==> src/design/lpd_pkg.sv <==
package lpd_pkg;

  // Defaults for the top-level parameters
  localparam int unsigned HEADER_BYTES_DEF = 4;
  localparam int unsigned MAX_FRAME_DEF    = 65536;

  // Fixed field widths of the streams
  localparam int unsigned BYTE_W  = 8;
  localparam int unsigned DLEN_W  = 17;
  localparam int unsigned S_TDATA_W = 8;
  localparam int unsigned M_TDATA_W = 32;
  localparam int unsigned M_TUSER_W = 2;

  // Bit positions inside m_axis_tuser
  localparam int unsigned TUSER_PAYLOAD = 0;
  localparam int unsigned TUSER_LEN_ERR = 1;

  typedef struct packed {
    logic [DLEN_W-1:0] declared_length;
    logic [BYTE_W-1:0] payload_byte;
    logic              frame_end;
    logic              length_error;
    logic              payload_valid;
  } lpd_res_t;

endpackage

==> src/design/length_prefix_deframer.sv <==
// Length-prefixed frame deframer.
// Slave stream s_axis carries the raw byte stream, one byte per transaction.
// Each frame opens with a little-endian length of HEADER_BYTES bytes that
// counts the header itself; the following length - HEADER_BYTES bytes are
// passed out as payload. Master stream m_axis returns exactly one
// transaction per input byte: tuser[0] marks payload bytes (tdata[7:0] is
// zero otherwise), tlast marks the byte that completes a frame (an empty
// frame completes on its last header byte), tuser[1] flags a header whose
// length is below HEADER_BYTES or above MAX_FRAME, and tdata[24:8] carries
// the declared length of the current frame.
// Results are registered; throughput is one byte per cycle while the receiver
// does not stall, set by the single register stage holding the parse state.
// A two-entry output (result register plus skid register) keeps
// s_axis_tready registered: one more byte is taken after the receiver
// stalls, then tready drops until the skid entry drains.
// Reset clears the parse state to header hunt and empties both entries.
module length_prefix_deframer
  import lpd_pkg::*;
#(
  parameter int unsigned HEADER_BYTES = HEADER_BYTES_DEF,
  parameter int unsigned MAX_FRAME    = MAX_FRAME_DEF
) (
  input  logic                 clk_i,
  input  logic                 rst_ni,
  input  logic                 s_axis_tvalid_i,
  output logic                 s_axis_tready_o,
  input  logic [S_TDATA_W-1:0] s_axis_tdata_i,   // [7:0] data_byte
  output logic                 m_axis_tvalid_o,
  input  logic                 m_axis_tready_i,
  output logic [M_TDATA_W-1:0] m_axis_tdata_o,   // [7:0] payload_byte,
                                                 // [24:8] declared_length, [31:25] zero
  output logic                 m_axis_tlast_o,   // frame_end
  output logic [M_TUSER_W-1:0] m_axis_tuser_o    // [0] payload_valid, [1] length_error
);

  // Widths derived from the parameters
  localparam int unsigned LEN_W = 8 * HEADER_BYTES;
  localparam int unsigned HB_W  = (HEADER_BYTES > 1) ? 8 * (HEADER_BYTES - 1) : 8;
  localparam int unsigned CNT_W = (HEADER_BYTES > 1) ? $clog2(HEADER_BYTES) : 1;
  localparam int unsigned FT_W  = $clog2(longint'(MAX_FRAME) + 1);
  localparam int unsigned CMP_W = (LEN_W > 32) ? LEN_W : 32;
  localparam int unsigned MW    = (FT_W > DLEN_W) ? FT_W : DLEN_W;
  localparam int unsigned LAST_HDR = HEADER_BYTES - 1;

  // Parse state
  logic             in_payload_q, in_payload_d;
  logic [CNT_W-1:0] hdr_cnt_q, hdr_cnt_d;
  logic [HB_W-1:0]  hdr_bytes_q, hdr_bytes_d;
  logic [FT_W-1:0]  frame_total_q, frame_total_d;
  logic [FT_W-1:0]  byte_pos_q, byte_pos_d;

  // Output entries
  logic     out_valid_q, out_valid_d;
  logic     skid_valid_q, skid_valid_d;
  lpd_res_t out_q, out_d;
  lpd_res_t skid_q, skid_d;
  lpd_res_t res;

  logic             s_accept;
  logic [BYTE_W-1:0] in_byte;
  logic [FT_W-1:0]  pos_inc;
  logic [LEN_W-1:0] hdr_len;
  logic [CMP_W-1:0] len_cmp;
  logic             len_big;
  logic             len_small;
  logic [FT_W-1:0]  len_sat;
  logic [MW-1:0]    total_wide;
  logic [MW-1:0]    sat_wide;

  assign s_axis_tready_o = !skid_valid_q;
  assign s_accept        = s_axis_tvalid_i && s_axis_tready_o;
  assign in_byte         = s_axis_tdata_i[BYTE_W-1:0];

  // Header length assembled from the gathered bytes and the current one
  assign hdr_len    = LEN_W'(hdr_bytes_q) | (LEN_W'(in_byte) << (8 * LAST_HDR));
  assign len_cmp    = CMP_W'(hdr_len);
  assign len_big    = len_cmp > CMP_W'(MAX_FRAME);
  assign len_small  = len_cmp < CMP_W'(HEADER_BYTES);
  assign len_sat    = len_big ? FT_W'(MAX_FRAME) : FT_W'(hdr_len);
  assign pos_inc    = byte_pos_q + FT_W'(1);
  assign total_wide = MW'(frame_total_q);
  assign sat_wide   = MW'(len_sat);

  // Next parse state and result for the incoming byte
  always_comb begin
    in_payload_d  = in_payload_q;
    hdr_cnt_d     = hdr_cnt_q;
    hdr_bytes_d   = hdr_bytes_q;
    frame_total_d = frame_total_q;
    byte_pos_d    = byte_pos_q;
    res           = '0;

    if (in_payload_q) begin
      res.payload_byte    = in_byte;
      res.payload_valid   = 1'b1;
      res.declared_length = total_wide[DLEN_W-1:0];
      byte_pos_d          = pos_inc;
      if (pos_inc >= frame_total_q) begin
        // frame done: back to header hunt
        res.frame_end = 1'b1;
        in_payload_d  = 1'b0;
        hdr_cnt_d     = '0;
        hdr_bytes_d   = '0;
        frame_total_d = '0;
        byte_pos_d    = '0;
      end
    end else if (hdr_cnt_q != CNT_W'(LAST_HDR)) begin
      // gather one more header byte
      for (int unsigned i = 0; i < HB_W / 8; i++) begin
        if (hdr_cnt_q == CNT_W'(i)) begin
          hdr_bytes_d[8*i +: 8] = in_byte;
        end
      end
      hdr_cnt_d = hdr_cnt_q + CNT_W'(1);
    end else begin
      res.declared_length = sat_wide[DLEN_W-1:0];
      in_payload_d  = 1'b0;
      hdr_cnt_d     = '0;
      hdr_bytes_d   = '0;
      frame_total_d = '0;
      byte_pos_d    = '0;
      if (len_small || len_big) begin
        res.length_error = 1'b1;
      end else if (len_cmp == CMP_W'(HEADER_BYTES)) begin
        // empty frame ends on its last header byte
        res.frame_end = 1'b1;
      end else begin
        in_payload_d  = 1'b1;
        frame_total_d = FT_W'(hdr_len);
        byte_pos_d    = FT_W'(HEADER_BYTES);
      end
    end
  end

  // Result register and skid entry
  always_comb begin
    out_valid_d  = out_valid_q;
    skid_valid_d = skid_valid_q;
    out_d        = out_q;
    skid_d       = skid_q;
    if (!out_valid_q || m_axis_tready_i) begin
      // output slot free this cycle: drain skid first, else load new result
      if (skid_valid_q) begin
        out_d        = skid_q;
        out_valid_d  = 1'b1;
        skid_valid_d = 1'b0;
      end else begin
        out_d       = res;
        out_valid_d = s_accept;
      end
    end else if (s_accept) begin
      // receiver stalled: park the new result
      skid_d       = res;
      skid_valid_d = 1'b1;
    end
  end

  always_ff @(posedge clk_i or negedge rst_ni) begin
    if (!rst_ni) begin
      in_payload_q  <= 1'b0;
      hdr_cnt_q     <= '0;
      hdr_bytes_q   <= '0;
      frame_total_q <= '0;
      byte_pos_q    <= '0;
      out_valid_q   <= 1'b0;
      skid_valid_q  <= 1'b0;
    end else begin
      if (s_accept) begin
        in_payload_q  <= in_payload_d;
        hdr_cnt_q     <= hdr_cnt_d;
        hdr_bytes_q   <= hdr_bytes_d;
        frame_total_q <= frame_total_d;
        byte_pos_q    <= byte_pos_d;
      end
      out_valid_q  <= out_valid_d;
      skid_valid_q <= skid_valid_d;
    end
  end

  // Payload entries hold without reset
  always_ff @(posedge clk_i) begin
    out_q  <= out_d;
    skid_q <= skid_d;
  end

  assign m_axis_tvalid_o = out_valid_q;
  assign m_axis_tdata_o  = M_TDATA_W'({out_q.declared_length, out_q.payload_byte});
  assign m_axis_tlast_o  = out_q.frame_end;
  assign m_axis_tuser_o  = {out_q.length_error, out_q.payload_valid};

endmodule

==> config.mk <==
export PLATFORM = sky130hd
export DESIGN_NAME = length_prefix_deframer
export DESIGN_NICKNAME = d
export VERILOG_FILES = /design/src/design/lpd_pkg.sv /design/src/design/length_prefix_deframer.sv
export SDC_FILE = /design/constraint.sdc
export NUM_CORES = 1
export LEC_CHECK = 0
export ABC_CLOCK_PERIOD_IN_PS = 3300
export BUFFER_PORTS_ARGS = -buffer_cell sky130_fd_sc_hd__buf_2
export CAP_MARGIN = 20
export CORE_ASPECT_RATIO = 0.5
export CORE_UTILIZATION = 54
export DETAILED_ROUTE_END_ITERATION = 12
export PLACE_DENSITY = 0.76
export SKIP_CTS_REPAIR_TIMING = 1
export SYNTH_ARGS = -nofsm -noshare
export SYNTH_HDL_FRONTEND = slang
export SYNTH_SLANG_ARGS = --single-unit
==> constraint.sdc <==
create_clock -name clk_i -period 3.3 [get_ports clk_i]
set_input_delay 0.66 -clock clk_i [delete_from_list [all_inputs] [get_ports clk_i]]
set_output_delay 0.66 -clock clk_i [all_outputs]
set_load 0.01 [all_outputs]
==> results.sh, run 1 <==
export IMPL_status="complete, no violations"
export IMPL_syn_avg_cell_area_um2=12.0
export IMPL_worst_setup_path_start_kind="flop"
export IMPL_synth_xor_area_share_pct=2.27
export IMPL_drive_above_1_share_pct=27.4
export IMPL_power_density_mw_per_mm2=626
export IMPL_synth_top_area_share_pct=29.1
export IMPL_setup_tns_ps=0
export IMPL_endpoint_kind="flop"
export IMPL_final_cells=706
export IMPL_p_seq_share_pct=45.0
export IMPL_grt_pass1_vias=4065
export IMPL_crit_fanout=4
export IMPL_worst_slack_ps=95.8
export IMPL_synth_area_leader_cell="edfxtp_1"
export IMPL_p_leak_nw=3.02
export IMPL_setup_viol_count_final=0
export IMPL_placedCellCount=668
export IMPL_dp_slack_ps=-79.5
export IMPL_n_antenna_cell=0
export IMPL_via_per_inst=6.07
export IMPL_p_sw_share_pct=29.4
export IMPL_finalHoldViolations=0
export IMPL_p_int_w=0.00309
export IMPL_synth_fa_ha_area_share_pct=4.54
export IMPL_clock_skew_ps=10.3
export IMPL_slew_violations=0
export IMPL_grt_pass1_wl_mm=21.8
export IMPL_nNetsFinal=586
export IMPL_synth_area_mm2=0.00578
export IMPL_r2r_start="byte_pos_q[0]"
export IMPL_grt_max_degree=41
export IMPL_synthSimpleGateAreaFrac_pct=12.3
export IMPL_routabilityCongestion=0.863
export IMPL_drt_iter0_markers=352
export IMPL_core_mm2=0.0103
export IMPL_worstPathRequired_ps=3580
export IMPL_io_pins=49
export IMPL_reg2reg_to="byte_pos_q[2]"
export IMPL_dp_hpwl_mm=9.03
export IMPL_comb_power_share_pct=15.6
export IMPL_layout_worst_path_cycle_share_pct=97.1
export IMPL_max_vdd_ir_drop_mv=0.318
export IMPL_die_w_um=148
export IMPL_drc_errors=0
export IMPL_synth_seq_area_share_pct=56.3
export IMPL_r2r_setup_slack_ps=100
export IMPL_first_pass_iters=5
export IMPL_cts_tree="done"
export IMPL_clockRootBuffer="clkbuf_16"
export IMPL_synthFlopType="dfrtp_1"
export IMPL_synth_area_leaders="edfxtp_1 (29%), dfrtp_1 (27%), a22o_1 (5.3%), mux2_2 (5.1%), ha_1 (4.5%)"
export IMPL_worstRegToRegCells=14
export IMPL_synth_cells=484
export IMPL_grt_ovfl_total=0
export IMPL_synth_top_family_by_area="compound AO/OA/AOI/OAI gates"
export IMPL_synth_async_sr_flop_share_pct=52.9
export IMPL_rsz0062_at_grt="true"
export IMPL_vias=4285
export IMPL_yosysWarnings=0
export IMPL_clockPowerShare_pct=39.5
export IMPL_maxSlewHeadroom_pct=37.1
export IMPL_antenna_found_initial=0
export IMPL_maxCapViolations=0
export IMPL_cts_sinks=119
export IMPL_grt_total_usage_pct=26.6
export IMPL_die_area_mm2=0.0112
export IMPL_finalCriticalPeriod_ps=3200
export IMPL_initial_core_util_pct=56.1
export IMPL_rows=26
export IMPL_postRouteAntennaNets=0
export IMPL_synth_compound_area_share_pct=15.5
export IMPL_final_util_pct=67.8
export IMPL_clkLatencyLatePin_ps=410
export IMPL_routed_wl_mm=13.9
export IMPL_wire_per_inst_um=19.6
export IMPL_die_h_um=75.2
export IMPL_hold_class="in -> async"
export IMPL_fmax_ghz=0.312
export IMPL_syn2layout_area_growth_pct=20.8
export IMPL_synth_seq_cells=119
export IMPL_synth_cell_types=51
export IMPL_io_buffers=41
export IMPL_p_sw_w=0.00128
export IMPL_cts_buffers=17
export IMPL_worstMarginPinSlew_ps=943
export IMPL_synth_edff_count=56
export IMPL_arrival_ps=3480
export IMPL_synth_top_cells_by_count="dfrtp_1 (63), edfxtp_1 (56), a22o_1 (35)"
export IMPL_htreeDepth=4
export IMPL_path_clk_slew_ps=50
export IMPL_cts_max_path_buffers=2
export IMPL_synth_most_common_cell="dfrtp_1"
export IMPL_worstSetupPathType="reg -> reg"
export IMPL_fin_total_pwr_w=0.00437
export IMPL_synth_mux_area_share_pct=5.06
## per-stage QoR
stage	cell area (um^2)	hold slack (ps)
6_report	6990	403
5_1_grt	6990	478
4_1_cts	6830	419
3_5_place_dp	6270	490
3_3_place_gp	6270	459
2_1_floorplan	5820	364
## critical path, stage by stage, from the launching register on
cell and delay, ps:
dfrtp_1 380, buf_6 120, and3_4 200, nand3_4 90, nor3_4 270, nand2_2 120
xnor2_2 150, ha_1 320, nand4_1 190, nor4b_4 350, a211oi_2 140, o211ai_1 150
buf_4 200, o21ai_2 50, a221o_1 330
## cells in the final DEF, fill, tap and decap left out, drive strengths merged, types with 7 or more instances in the layout
cell      n
xnor2    11
nor2b    18
nand3    24
a32o     10
dfrtp    63
mux2     26
nor2     15
a21oi    25
clkinv    8
and2     11
o2bb2ai  16
conb      7
buf      72
ha       21
nand2    27
inv      27
o21ai    12
clkbuf   18
nor3      7
nor4      8
a22o     35
or3       7
edfxtp   56
## worst max path at each step
stage / startpoint / to / slack [ps]
after global routing: byte_pos_q[0] / byte_pos_q[2] / -70
final: byte_pos_q[0] / byte_pos_q[2] / 100
after global placement: byte_pos_q[0] / m_axis_tlast_o / -20
after CTS: byte_pos_q[0] / frame_total_q[8] / -190
after detailed placement: byte_pos_q[0] / frame_total_q[8] / -80
after floorplan: byte_pos_q[0] / byte_pos_q[16] / 6
## layer usage
metal	up-vias	global-route usage, %	part of all wire, %
met3	23	8.06	8.4
met4	0	9.39	1.4
met2	222	42.3	46
li1	1952	-	-
met1	2088	35.2	44
met5	-	0	0
## layout make-up
class,count,area [um^2]
inverter,23,86.3
clock inverter,14,126
clock buffer,18,429
timing repair buffer,72,467
tap,140,175
multi-input combinational,320,2440
fill,724,3330
sequential,119,3260
## registers in the layout, summed over array words and instances, names as in the netlist
signal / count
m_axis_tdata_o: 25
hdr_cnt_q: 2
m_axis_tvalid_o: 1
byte_pos_q: 17
skid_valid_q: 1
hdr_bytes_q: 24
skid_q: 28
m_axis_tuser_o: 2
frame_total_q: 17
m_axis_tlast_o: 1
in_payload_q: 1
## kinds of logic after synthesis
logic type      count (synthesis)
compound gates                118
xor+xnor                       15
mux                            26
buf+inv                        51
fa+ha+maj                      21
simple gates                  133
flops                         119
other cells                     1
## power by group through the flow
stage          registers, W  clock network [W]  logic, W
2_1_floorplan       0.00193                  0  0.000479
4_1_cts             0.00196            0.00174  0.000668
6_report            0.00196            0.00172  0.000682
5_1_grt             0.00199            0.00180  0.000747
3_3_place_gp        0.00197                  0  0.000631
3_5_place_dp        0.00197                  0  0.000653
Power figures use the tool's default switching activity.
==> run 2: changes to the inputs <==
RECOVER_POWER = 100   (was not set)
==> run 2 against run 1 <==
Against the previous run: power rose by 0.14%; die area unchanged; routed wire length about the same.
==> results.sh, run 2 (synthesis results as in run 1) <==
export IMPL_status="complete, no violations"
export IMPL_worstPathRequired_ps=3580
export IMPL_crit_chain="buf_6 > and3_4 > nand3_4 > nor3_4 > nand2_2 > xnor2_2 > ha_1 > nand4_1 > nor4b_4 > a211oi_2 > o211ai_1 > buf_4 > o21ai_2 > a221o_1"
export IMPL_die_h_um=75.2
export IMPL_rows=26
export IMPL_core_mm2=0.0103
export IMPL_syn2layout_area_growth_pct=20.8
export IMPL_finalCriticalPeriod_ps=3200
export IMPL_p_leak_nw=3.01
export IMPL_clkLatencyLatePin_ps=410
export IMPL_io_pins=49
export IMPL_drive_above_1_share_pct=27.4
export IMPL_worstMarginPinSlew_ps=950
export IMPL_cts_tree="done"
export IMPL_final_cell_mix="dfrtp_1 (62), edfxtp_1 (56), buf_2 (41)"
export IMPL_crit_path_top_delay_cell="dfrtp_1"
export IMPL_drt_iter0_markers=361
export IMPL_path_clk_slew_ps=50
export IMPL_grt_max_degree=41
export IMPL_wire_per_inst_um=19.7
export IMPL_grt_pass1_wl_mm=21.8
export IMPL_routabilityCongestion=0.863
export IMPL_cp_num_buf_inv=2
export IMPL_layout_worst_path_cycle_share_pct=97.0
export IMPL_regMostFlops="skid_q"
export IMPL_die_w_um=148
export IMPL_antenna_found_initial=0
export IMPL_fmax_ghz=0.312
export IMPL_setup_viol_count_final=0
export IMPL_cts_sinks=119
export IMPL_finalHoldViolations=0
export IMPL_via_per_inst=6.06
export IMPL_worstRegToRegCells=14
export IMPL_die_area_mm2=0.0112
export IMPL_htreeDepth=4
export IMPL_slowest_delay_ps=370
export IMPL_critPathTopFamily="simple AND/OR/NAND/NOR gates"
export IMPL_setup_tns_ps=0
export IMPL_final_common_cell="dfrtp_1"
export IMPL_clock_skew_ps=9.66
export IMPL_routed_wl_mm=13.9
export IMPL_final_util_pct=67.8
export IMPL_grt_pass1_vias=4065
export IMPL_io_buffers=41
export IMPL_max_vdd_ir_drop_mv=0.320
export IMPL_worst_hold_slack_ps=399
export IMPL_arrival_ps=3480
export IMPL_largest_reg_flops=28
export IMPL_placedCellCount=668
export IMPL_n_antenna_cell=0
export IMPL_reg2reg_to="byte_pos_q[2]"
export IMPL_cts_buffers=17
export IMPL_worst_slack_ps=99.8
export IMPL_postRouteAntennaNets=0
export IMPL_power_density_mw_per_mm2=627
export IMPL_final_cells=706
export IMPL_rsz0062_at_grt="true"
export IMPL_crit_fanout=4
export IMPL_maxCapViolations=0
export IMPL_initial_core_util_pct=56.1
export IMPL_vias=4278
export IMPL_r2r_start="byte_pos_q[0]"
export IMPL_nNetsFinal=586
export IMPL_dp_slack_ps=-79.5
export IMPL_worst_setup_path_start_kind="flop"
export IMPL_slew_violations=0
export IMPL_hold_class="in -> async"
export IMPL_r2r_setup_slack_ps=100
export IMPL_endpoint_kind="flop"
export IMPL_grt_total_usage_pct=26.6
export IMPL_drc_errors=0
export IMPL_first_pass_iters=4
export IMPL_clockRootBuffer="clkbuf_16"
export IMPL_maxSlewHeadroom_pct=36.7
export IMPL_worstSetupPathType="reg -> reg"
export IMPL_grt_ovfl_total=0
export IMPL_dp_hpwl_mm=9.03
export IMPL_cts_max_path_buffers=2
run 2: cell counts in the layout (fill, tap and decap cells not counted):
No cell type changed its count.
run 2: power breakdown:
group	internal, W	leakage (nW)	switching [W]
registers	0.00176	1.37	0.000207
logic	0.000287	1.36	0.000396
clock network	0.00104	0.273	0.000687
total	0.00309	3.01	0.00129
run 2: cell type report:
class | instances | area, um^2
Clock buffer | 18 | 429
Clock inverter | 14 | 126
Fill cell | 724 | 3330
Inverter | 23 | 86.3
Multi-Input combinational cell | 320 | 2440
Sequential cell | 119 | 3260
Tap cell | 140 | 175
Timing Repair Buffer | 72 | 467
run 2: worst max-delay path by stage:
stage	startpoint	endpoint	slack, ps	cells after the start
detailed placement	byte_pos_q[0]	frame_total_q[8]	-80	14
finish	byte_pos_q[0]	byte_pos_q[2]	100	14
floorplan	byte_pos_q[0]	byte_pos_q[16]	6	15
global placement	byte_pos_q[0]	m_axis_tlast_o	-20	13
CTS	byte_pos_q[0]	frame_total_q[8]	-190	14
global route	byte_pos_q[0]	byte_pos_q[2]	-70	14
run 2: per-stage QoR:
step	instance area (um^2)	total power, W
finish	6990	0.00438
global route	6990	0.00454
CTS	6830	0.00437
detailed placement	6270	0.00263
global placement	6270	0.00260
floorplan	5820	0.00241
run 2: layer usage:
| layer | part of all wire (%) | vias up | GRT usage [%] |
|---|---|---|---|
| met5 | 0 | - | 0 |
| met4 | 1.7 | 0 | 9.39 |
| met3 | 8.1 | 28 | 8.06 |
| met2 | 46 | 199 | 42.3 |
| met1 | 44 | 2098 | 35.2 |
| li1 | - | 1953 | - |
==> run 3: changes to the inputs <==
CORE_ASPECT_RATIO = 0.7   (was 0.5)
==> run 3 against run 2 <==
Against the previous run: the run now ends with max-capacitance violations, max-slew violations, negative setup slack left; global-route usage rose by 0.12 points; clock power down 3%; sequential cell count unchanged; routed wire length is 3.2% higher; register-to-register slack got worse by 110 ps; setup slack worse by 110 ps; clock skew rose by 1.5 ps; critical path type unchanged; critical endpoint is now byte_pos_q[6]; highest routed layer unchanged.
==> results.sh, run 3 (synthesis results as in run 1) <==
export IMPL_antenna_found_initial=0
export IMPL_worstRegToRegCells=15
export IMPL_fillCellCount=771
export IMPL_clock_skew_ps=11.1
export IMPL_maxCapViolations=3
export IMPL_htreeDepth=4
export IMPL_cp_endpoint="byte_pos_q[6]"
export IMPL_cts_max_path_buffers=2
export IMPL_clkLatencyLatePin_ps=420
export IMPL_r2r_setup_slack_ps=-7
export IMPL_worstPathRequired_ps=3640
export IMPL_worstMarginPinSlew_ps=2020
export IMPL_rsz0062_at_grt="true"
export IMPL_cts_buffers=17
export IMPL_arrival_ps=3650
export IMPL_cts_tree="done"
export IMPL_status="complete, but fails checks"
export IMPL_grt_pass1_vias=4089
export IMPL_layout_worst_path_cycle_share_pct=100
export IMPL_seq_area_mm2=0.00326
export IMPL_power_density_mw_per_mm2=628
export IMPL_clockRootBuffer="clkbuf_16"
export IMPL_finalCriticalPeriod_ps=3310
export IMPL_regMostFlops="skid_q"
export IMPL_postRouteAntennaNets=0
export IMPL_die_area_mm2=0.0111
export IMPL_slew_violations=94
export IMPL_r2r_start="byte_pos_q[1]"
export IMPL_grt_total_usage_pct=26.7
export IMPL_io_buffers=41
export IMPL_drt_iter0_markers=405
export IMPL_rows=31
export IMPL_path_clk_slew_ps=60
export IMPL_worstSetupPathType="reg -> reg"
export IMPL_routed_wl_mm=14.3
export IMPL_reg2reg_to="byte_pos_q[6]"
export IMPL_crit_start="byte_pos_q[1]"
export IMPL_dp_hpwl_mm=9.46
export IMPL_worst_slack_ps=-6.93
export IMPL_grt_ovfl_total=0
export IMPL_p_leak_nw=2.89
export IMPL_dp_slack_ps=-63.3
export IMPL_syn2layout_area_growth_pct=20.1
export IMPL_hold_class="in -> reg"
export IMPL_crit_fanout=7
export IMPL_nNetsFinal=592
export IMPL_n_antenna_cell=0
export IMPL_worst_setup_path_start_kind="flop"
export IMPL_multi_input_area_mm2=0.00245
export IMPL_vias=4321
export IMPL_cts_sinks=119
export IMPL_via_per_inst=6.14
export IMPL_max_vdd_ir_drop_mv=0.512
export IMPL_fin_area_mm2=0.00694
export IMPL_die_h_um=88.6
export IMPL_grt_pass1_wl_mm=22.1
export IMPL_final_common_cell="dfrtp_1"
export IMPL_die_w_um=126
export IMPL_core_mm2=0.0104
export IMPL_drive_above_1_share_pct=22.4
export IMPL_violations="max-capacitance violations, max-slew violations, negative setup slack"
export IMPL_initial_core_util_pct=55.6
export IMPL_routabilityCongestion=0.881
export IMPL_final_cell_mix="dfrtp_1 (63), edfxtp_1 (56), clkbuf_1 (37)"
export IMPL_grt_max_degree=35
export IMPL_wire_per_inst_um=20.3
export IMPL_placed_area_mm2=0.00625
export IMPL_setup_viol_count_final=2
export IMPL_fmax_ghz=0.302
export IMPL_first_pass_iters=5
export IMPL_drc_errors=0
export IMPL_largest_reg_flops=28
export IMPL_io_pins=49
export IMPL_maxSlewHeadroom_pct=-34.6
export IMPL_endpoint_kind="flop"
export IMPL_finalHoldViolations=0
export IMPL_fin_total_pwr_w=0.00436
run 3: cell count changes in the layout (fill, tap and decap cells not counted), moves of 3 or more:
cell	before	now
and2_0	7	0
and2_1	4	11
buf_2	41	11
buf_4	28	25
buf_6	1	5
clkbuf_1	1	37
clkinvlp_4	1	4
nand2_1	24	21
nand2_2	2	6
run 3: through the flow:
stage | instances | util (%) | setup TNS, ps | hold WS, ps
floorplan | 490 | - | 0 | 364
global placement | 662 | 60.1 | 0 | 461
detailed placement | 662 | 60.1 | -410 | 475
CTS | 694 | 65.4 | -1500 | 363
global route | 704 | 66.8 | -3470 | 502
finish | 704 | 66.8 | -12.5 | 482
run 3: routing by layer:
layer | track usage [%] | share of wire (%)
met5 | 0 | 0
met4 | 9.42 | 1.5
met3 | 7.50 | 8.3
met2 | 40.8 | 45
met1 | 37.0 | 45
run 3: worst min path at each step:
stage | from | endpoint | depth (start not counted)
2_1_floorplan | rst_ni | byte_pos_q[0] | 0
3_3_place_gp | frame_total_q[16] | frame_total_q[16] | 1
3_5_place_dp | frame_total_q[16] | frame_total_q[16] | 1
4_1_cts | rst_ni | frame_total_q[11] | 1
5_1_grt | frame_total_q[16] | frame_total_q[16] | 1
6_report | s_axis_tvalid_i | m_axis_tvalid_o | 3
run 3: area by class of cell:
class	instances	share of cell area, %
repair buffers	78	6.31
multi-input cells	320	35.3
flip-flops and latches	119	46.9
well taps	132	2.38
clock inverters	15	1.75
inverters	23	1.24
clock buffers	17	6.13
run 3: worst max-delay path, stage by stage (launching register included):
cell	delay, ps
dfrtp_1	380
buf_6	110
and3_4	190
nand3_2	90
nor3_2	210
buf_4	160
nand2_2	70
xnor2_1	130
ha_1	350
a21oi_1	220
a21boi_0	170
a211oi_2	310
o2111ai_2	240
buf_6	200
or3_1	300
nand3_1	100
run 3: where the power goes:
| group | total [W] | internal (W) | switching [W] |
|---|---|---|---|
| Sequential | 0.00200 | 0.00176 | 0.000238 |
| Combinational | 0.000677 | 0.000283 | 0.000394 |
| Clock | 0.00168 | 0.000972 | 0.000713 |
